## src/sv/jse_pkg.sv

```systemverilog
// ----------------------------------------------------------------------------
// jse_pkg
// shared types, character codes and lookup functions for the json escaper
// ----------------------------------------------------------------------------
package jse_pkg;

    localparam int RunMax = 6;
    localparam int IdxW   = $clog2(RunMax);

    // ascii codes used by the escape sequences
    localparam logic [6:0] ChBslash = 7'h5C;
    localparam logic [6:0] ChQuote  = 7'h22;
    localparam logic [6:0] ChU      = 7'h75;
    localparam logic [6:0] ChB      = 7'h62;
    localparam logic [6:0] ChF      = 7'h66;
    localparam logic [6:0] ChN      = 7'h6E;
    localparam logic [6:0] ChR      = 7'h72;
    localparam logic [6:0] ChT      = 7'h74;

    // input byte codes with special handling
    localparam logic [7:0] BtQuote  = 8'h22;
    localparam logic [7:0] BtBslash = 8'h5C;
    localparam logic [7:0] BtBs     = 8'h08;
    localparam logic [7:0] BtFf     = 8'h0C;
    localparam logic [7:0] BtLf     = 8'h0A;
    localparam logic [7:0] BtCr     = 8'h0D;
    localparam logic [7:0] BtTab    = 8'h09;
    localparam logic [7:0] BtSpace  = 8'h20;
    localparam logic [7:0] BtHigh   = 8'h80;
    localparam logic [7:0] BtLatin  = 8'hA0;

    // one escaped run: characters in emit order, index of the final one
    typedef struct packed {
        logic [RunMax-1:0][6:0] chars;
        logic [IdxW-1:0]        last_idx;
    } t_run;

    function automatic logic [6:0] hex_char(input logic [3:0] v);
        if (v < 4'd10) begin
            return 7'h30 + {3'b000, v};
        end
        return 7'h57 + {3'b000, v};
    endfunction

    // code points for 0x80..0x9f; undefined slots map to themselves
    function automatic logic [15:0] cp1252_high(input logic [4:0] idx);
        case (idx)
            5'h00: return 16'h20AC;
            5'h01: return 16'h0081;
            5'h02: return 16'h201A;
            5'h03: return 16'h0192;
            5'h04: return 16'h201E;
            5'h05: return 16'h2026;
            5'h06: return 16'h2020;
            5'h07: return 16'h2021;
            5'h08: return 16'h02C6;
            5'h09: return 16'h2030;
            5'h0A: return 16'h0160;
            5'h0B: return 16'h2039;
            5'h0C: return 16'h0152;
            5'h0D: return 16'h008D;
            5'h0E: return 16'h017D;
            5'h0F: return 16'h008F;
            5'h10: return 16'h0090;
            5'h11: return 16'h2018;
            5'h12: return 16'h2019;
            5'h13: return 16'h201C;
            5'h14: return 16'h201D;
            5'h15: return 16'h2022;
            5'h16: return 16'h2013;
            5'h17: return 16'h2014;
            5'h18: return 16'h02DC;
            5'h19: return 16'h2122;
            5'h1A: return 16'h0161;
            5'h1B: return 16'h203A;
            5'h1C: return 16'h0153;
            5'h1D: return 16'h009D;
            5'h1E: return 16'h017E;
            default: return 16'h0178;
        endcase
    endfunction

endpackage

```

## src/sv/jse_encode.sv

```systemverilog
// ----------------------------------------------------------------------------
// jse_encode
// combinational mapping of one cp1252 byte to its escaped character run
// ----------------------------------------------------------------------------
module jse_encode (
    input  logic [7:0]    i_byte,
    output jse_pkg::t_run o_run
);
    import jse_pkg::*;

    logic [15:0] cp;
    logic        pair;
    logic [6:0]  second;

    always_comb begin
        pair   = 1'b1;
        second = ChQuote;
        unique case (i_byte)
            BtQuote:  second = ChQuote;
            BtBslash: second = ChBslash;
            BtBs:     second = ChB;
            BtFf:     second = ChF;
            BtLf:     second = ChN;
            BtCr:     second = ChR;
            BtTab:    second = ChT;
            default:  pair   = 1'b0;
        endcase
    end

    // code point for the \u form
    always_comb begin
        if (i_byte >= BtHigh && i_byte < BtLatin) begin
            cp = cp1252_high(i_byte[4:0]);
        end else begin
            cp = {8'h00, i_byte};
        end
    end

    always_comb begin
        o_run = '0;
        if (pair) begin
            o_run.chars[0] = ChBslash;
            o_run.chars[1] = second;
            o_run.last_idx = IdxW'(1);
        end else if (i_byte >= BtSpace && i_byte < BtHigh) begin
            o_run.chars[0] = i_byte[6:0];
            o_run.last_idx = IdxW'(0);
        end else begin
            o_run.chars[0] = ChBslash;
            o_run.chars[1] = ChU;
            o_run.chars[2] = hex_char(cp[15:12]);
            o_run.chars[3] = hex_char(cp[11:8]);
            o_run.chars[4] = hex_char(cp[7:4]);
            o_run.chars[5] = hex_char(cp[3:0]);
            o_run.last_idx = IdxW'(RunMax - 1);
        end
    end

endmodule

```

## src/sv/jse_serial.sv

```systemverilog
// ----------------------------------------------------------------------------
// jse_serial
// run register that hands out one character per output transaction
// ----------------------------------------------------------------------------
module jse_serial (
    input  logic          i_clk,
    input  logic          i_rst_n,
    input  logic          i_run_valid,
    input  jse_pkg::t_run i_run,
    output logic          o_load,
    output logic          o_valid,
    input  logic          i_stall,
    output logic [6:0]    o_out_char,
    output logic          o_last_of_run
);
    import jse_pkg::*;

    t_run            r_run;
    logic            r_busy;
    logic [IdxW-1:0] r_idx;
    logic            n_busy;
    logic [IdxW-1:0] n_idx;
    logic            at_last;
    logic            take;

    assign at_last = (r_idx == r_run.last_idx);
    assign take    = r_busy && !i_stall;
    // refill when empty or when the final character leaves this cycle
    assign o_load  = i_run_valid && (!r_busy || (take && at_last));

    always_comb begin
        n_busy = r_busy;
        n_idx  = r_idx;
        if (o_load) begin
            n_busy = 1'b1;
            n_idx  = '0;
        end else if (take) begin
            if (at_last) begin
                n_busy = 1'b0;
            end else begin
                n_idx = r_idx + IdxW'(1);
            end
        end
    end

    always_ff @(posedge i_clk) begin
        if (!i_rst_n) begin
            r_busy <= 1'b0;
            r_idx  <= '0;
        end else begin
            r_busy <= n_busy;
            r_idx  <= n_idx;
        end
    end

    always_ff @(posedge i_clk) begin
        if (o_load) begin
            r_run <= i_run;
        end
    end

    assign o_valid       = r_busy;
    assign o_out_char    = r_run.chars[r_idx];
    assign o_last_of_run = at_last;

endmodule

```

## src/sv/json_string_escape_cp1252.sv

```systemverilog
// ----------------------------------------------------------------------------
// json_string_escape_cp1252
// json string escaper for cp1252 text, one input byte in, one ascii char out
// ----------------------------------------------------------------------------
//
//  channel   valid    stall    payload
//  input     i_valid  o_stall  i_in_byte[7:0]
//  output    o_valid  i_stall  o_out_char[6:0], o_last_of_run
//
//  a byte becomes 1, 2 or 6 output characters (plain, short escape, \u form);
//  the output port moves one character per cycle while i_stall is low, so
//  that port sets the rate.
//  a byte waits in the input register while the run register drains, and the
//  next run loads in the cycle the final character of the previous one goes.
//  reset (synchronous, active low) empties both registers.
//
module json_string_escape_cp1252 (
    input  logic       i_clk,
    input  logic       i_rst_n,
    input  logic       i_valid,
    output logic       o_stall,
    input  logic [7:0] i_in_byte,
    output logic       o_valid,
    input  logic       i_stall,
    output logic [6:0] o_out_char,
    output logic       o_last_of_run
);
    import jse_pkg::*;

    // input register
    logic       r_in_valid;
    logic [7:0] r_in_byte;
    logic       n_in_valid;
    logic       load;
    logic       in_take;
    t_run       run;

    // the input register frees up whenever its byte moves to the run register
    assign o_stall = r_in_valid && !load;
    assign in_take = i_valid && !o_stall;

    always_comb begin
        n_in_valid = r_in_valid;
        if (in_take) begin
            n_in_valid = 1'b1;
        end else if (load) begin
            n_in_valid = 1'b0;
        end
    end

    always_ff @(posedge i_clk) begin
        if (!i_rst_n) begin
            r_in_valid <= 1'b0;
        end else begin
            r_in_valid <= n_in_valid;
        end
    end

    always_ff @(posedge i_clk) begin
        if (in_take) begin
            r_in_byte <= i_in_byte;
        end
    end

    // byte to escaped run, between input register and run register
    jse_encode u_encode (
        .i_byte (r_in_byte),
        .o_run  (run)
    );

    // run register and character sequencing
    jse_serial u_serial (
        .i_clk         (i_clk),
        .i_rst_n       (i_rst_n),
        .i_run_valid   (r_in_valid),
        .i_run         (run),
        .o_load        (load),
        .o_valid       (o_valid),
        .i_stall       (i_stall),
        .o_out_char    (o_out_char),
        .o_last_of_run (o_last_of_run)
    );

endmodule
```

## config.mk

```make
export PLATFORM = sky130hd
export DESIGN_NAME = json_string_escape_cp1252
export DESIGN_NICKNAME = d
export VERILOG_FILES = /design/src/sv/jse_pkg.sv /design/src/sv/jse_encode.sv /design/src/sv/jse_serial.sv /design/src/sv/json_string_escape_cp1252.sv
export SDC_FILE = /design/constraint.sdc
export NUM_CORES = 1
export LEC_CHECK = 0
export ABC_CLOCK_PERIOD_IN_PS = 7910
export BUFFER_PORTS_ARGS = -buffer_cell sky130_fd_sc_hd__buf_2
export CAP_MARGIN = 0
export CORE_UTILIZATION = 55
export DETAILED_ROUTE_END_ITERATION = 8
export GPL_ROUTABILITY_DRIVEN = 0
export HOLD_SLACK_MARGIN = 0.1
export PLACE_DENSITY = 0.83
export SLEW_MARGIN = 25
export SYNTH_ARGS = -nofsm -noshare
export SYNTH_HDL_FRONTEND = slang
export SYNTH_SLANG_ARGS = --single-unit
```

## constraint.sdc

```tcl
create_clock -name i_clk -period 7.91 [get_ports i_clk]
set_clock_uncertainty 0.05 [all_clocks]
set_input_delay 0.791 -clock i_clk [delete_from_list [all_inputs] [get_ports i_clk]]
set_output_delay 0.791 -clock i_clk [all_outputs]
set_load 0.02 [all_outputs]
```

# Word level (Yosys, flattened, before mapping)
# Memories as Yosys holds them, arrays and structs flattened. A register that Yosys moved wholly into a read port is not among the register bits.
# Cells that the tools add are included.
# totals
ff_bits	58
mem_bits_ro	352
memories	1
# memory_table
memory	words	word_bits	read_ports	rd_ports_with_merged_regs	wr	line_no	source
(no name shown)	32	11	1	1	0	jse_pkg.sv:47	case (idx)
# op_classes
addsub	9
n_lt_le_gt_ge	9
eq_ne	8
muxes	34
n_bitwise	3
n_reduce_logical	21
# ops
operator	n
$mux 7	10
$pmux 7 s6	1
$eq 8x4->1 const B	5
$add 6x4->7 const A	4
$add 7x4->7 const A	4
$bmux 7 s3	1
$mux 1	18
$mux 17	1
$lt 4x4->1 const B	4
$lt 8x8->1 const B	2
$mux 16	1
$mux 10	1
$eq 8x6->1 const B	1
$eq 8x7->1 const B	1
$ge 8x6->1 const B	1
$ge 8x8->1 const B	1
$logic_and 1x1->1	7
$reduce_or 7->1	1
$reduce_bool 2->1	3
$reduce_or 2->1	3
$mux 5	1
$logic_not 1->1	4
$lt 3x4->1 const B	1
$reduce_and 2->1	2
4 further kinds	6

# Longest topological paths before layout
# depth
ltp_word	10
ltp_mapped	11

# Cells and area by module
# From an unflattened synthesis, not the netlist that was laid out.
# unflattened
hier_cells	313
area_unflattened_um2	3488.3
# by_module_without_submodules
module	n_inst	cells_each	area_each_um2
jse_serial	1	107	1953.1
jse_encode	1	194	1247.4
json_string_escape_cp1252	1	12	287.8

# Worst setup path after synthesis
# OpenSTA, ideal clock, no wires.
# synth_timing
kind	input to register
startpoint	input i_valid
endpoint	register with a tool-made name
arrival_time_ns	2.937
path_slack_ns	4.799
stages	9
path_cell_list	or2b_1 > o41ai_4 > buf_6 > buf_6 > mux2_2 > ha_1 > or2b_2 > a31oi_1 > a31oi_1
# synth_lines
element	line_no	source
start: declaration	json_string_escape_cp1252.sv:20	input logic i_valid,

==> flow_metrics.tcl <==
set metrics [dict create \
    ys_async_sr_fraction_pct 0 \
    synth_area_mm2 0.00338 \
    path_clk_slew_ps 60 \
    hp-class "reg2reg" \
    crit_fanout 29 \
    ant_nets 0 \
    die_h_um 80.4 \
    relSlewSlack_pct 30.1 \
    worstSetupPathType "reg2reg" \
    synth_cell_types 58 \
    cts_setup_buffers 0 \
    fillers 473 \
    synth.largest_area_cell "edfxtp_1" \
    vdd_drop_max_v 0.000110 \
    grt_start_max_net_pins 35 \
    maxSlewViolCount 0 \
    root_buffer "clkbuf_8" \
    tritoncts "done" \
    synth-seq-cells 57 \
    vias 2460 \
    dpl.hpwl_um 4630 \
    synth_warnings 0 \
    worstPathRequired_ps 8100 \
    drc 0 \
    crit_buf_inv 2 \
    seq_area_mm2 0.00155 \
    tightest_slew_ps 1020 \
    utilization_pct 61.8 \
    antenna_found_initial 0 \
    htree_levels 3 \
    netlist_top_cells_area "edfxtp_1, dfxtp_1, mux2i_1" \
    yosysMostFrequentCell "edfxtp_1" \
    grt_pass1_vias 2335 \
    maxCapViolCount 0 \
    die_area_mm2 0.00647 \
    drt_wl_total_um 6540 \
    grt_pass1_wl_um 11000 \
    io-pin-count 22 \
    post-route-min-period_ps 3430 \
    max_freq_ghz 0.292 \
    ctsHoldBuffers 0 \
    slowest_delay_ps 840 \
    track_usage_pct 23.0 \
    initial_core_util_pct 57.1 \
    drive_gt1_share_pct 15.6 \
    numCtsBuffers 9 \
    r2r_slack_ps 4480 \
    hold_ws_ps 453 \
    worstPathArrival_ps 3620 \
    multiInputGateArea_mm2 0.00161 \
    wl_per_cell_um 15.8 \
    cts_num_sinks 57 \
    avgSynthCellArea_um2 10.6 \
    cts_buffer_depth 2 \
    chipWidth_um 80.4 \
    yosysSeqAreaShare_pct 45.9 \
    power_density_mw_per_mm2 217 \
    crit_chain "xor2_2, o41ai_4, buf_4, mux2_2, inv_1, ha_1, and2_1, a211oi_1, o31ai_1" \
    p_leak_nw 1.42 \
    core_mm2 0.00592 \
    synth_edf_count 41 \
    hold_violations 0 \
    synth_nets 342 \
    synth_common_cells "edfxtp_1, nor2_1, nand2_1, o21ai_0, mux2i_1" \
    grt_setup_unrepaired "false" \
    dr.pass1.iters 7 \
    yosysTopAreaCellShare_pct 36.4 \
    insertedDiodeCount 0 \
    crit_family "flip-flops" \
    fin_tns_setup_ps 0 \
    timing.final.crit_share_pct 43.3 \
    drtIter0Drc 226 \
    start_kind "register" \
    vias_per_cell 5.94 \
    critPathCaptureType "register" \
    io_buffers 21 \
    worst_path_max_delay_cell "dfxtp_1" \
    netlist_instances 320 \
    area_growth_pct 8.17 \
    synthFlopType "edfxtp_1" \
    rows 28 \
    nNetsFinal 356 \
    setup_viol 0 \
    clock_latency_ps 330 \
    status "complete, no violations" \
    gr-total-overflow 0 \
    cts_resized 0 \
]
## worst paths after layout
path,startpoint,end,depth (start not counted)
hold reg to reg,r_in_valid,u_serial.o_valid,2
hold / removal,r_in_valid,u_serial.o_valid,2
setup reg to reg,u_serial.r_idx[0],register,9
setup / recovery,u_serial.r_idx[0],register,9
## layout by cell type, fill, tap and decap left out, drive strengths merged, types with 4 or more instances in the layout
cell type  synthesis  final
mux2               4      4
ha                10     10
xnor2              5      5
buf               10     23
o21ai             22     22
o22ai              7      7
and2               7      7
a21oi             16     16
xor2               6      6
nand2             21     21
edfxtp            41     41
nand2b             9      9
mux4               4      4
mux2i             17     17
dfxtp             16     16
and3               7      7
nor2              31     31
nand3              8      8
nor2b              6      6
inv               17     17
a211oi             4      4
clkbuf             9     11
a31oi              7      7
## worst register-to-register path: cells and delay by family, from the launching register on
family / cells / cell delay [ps]
adders and majority gates: 1 / 340
DFF: 1 / 840
buffers and inverters: 2 / 560
AOI/OAI and AO/OA: 3 / 670
xor gates and xnor gates: 1 / 190
muxes: 1 / 470
and+or+nand+nor: 1 / 210
## cell families (layout without fill, tap and decap cells)
group	count (synthesis)	after routing	synth area share, %
AO/OA/AOI/OAI	77	77	15.4
XOR/XNOR	11	11	3.07
adder cells (fa/ha/maj)	10	10	3.70
buffers and inverters	37	56	6.84
flip-flops	57	57	45.9
multiplexers	25	25	9.58
AND/OR/NAND/NOR	103	103	15.5
## through the flow
step	std cells	cell area, µm²	total power [mW]	worst slack [ps]
floorplan	320	3380	0.472	4800
global placement	398	3430	0.495	4510
detailed placement	398	3430	0.499	4520
CTS	414	3650	0.799	4520
global route	414	3660	0.831	4230
finish	414	3660	0.794	4480
## final cells by class
| type | count | area share (%) |
|---|---|---|
| clock buffers | 11 | 3.86 |
| clock inverters | 5 | 2.15 |
| inverters | 17 | 1.74 |
| multi-input cells | 226 | 44.0 |
| flip-flops and latches | 57 | 42.4 |
| well taps | 75 | 2.56 |
| repair buffers | 23 | 3.28 |
## layer usage
metal | global-route usage, % | part of all wire (%)
met1 | 27.6 | 41
met4 | 8.93 | 1.5
met5 | 0 | 0
met3 | 6.36 | 5.9
met2 | 38.9 | 51
## power by group
group | leakage [nW] | internal, mW | switching (mW)
sequential | 0.523 | 0.348 | 0.0181
combinational | 0.793 | 0.0517 | 0.0768
clock | 0.103 | 0.185 | 0.114
total | 1.42 | 0.585 | 0.209
No activity file was read; power rests on OpenSTA's default activity.
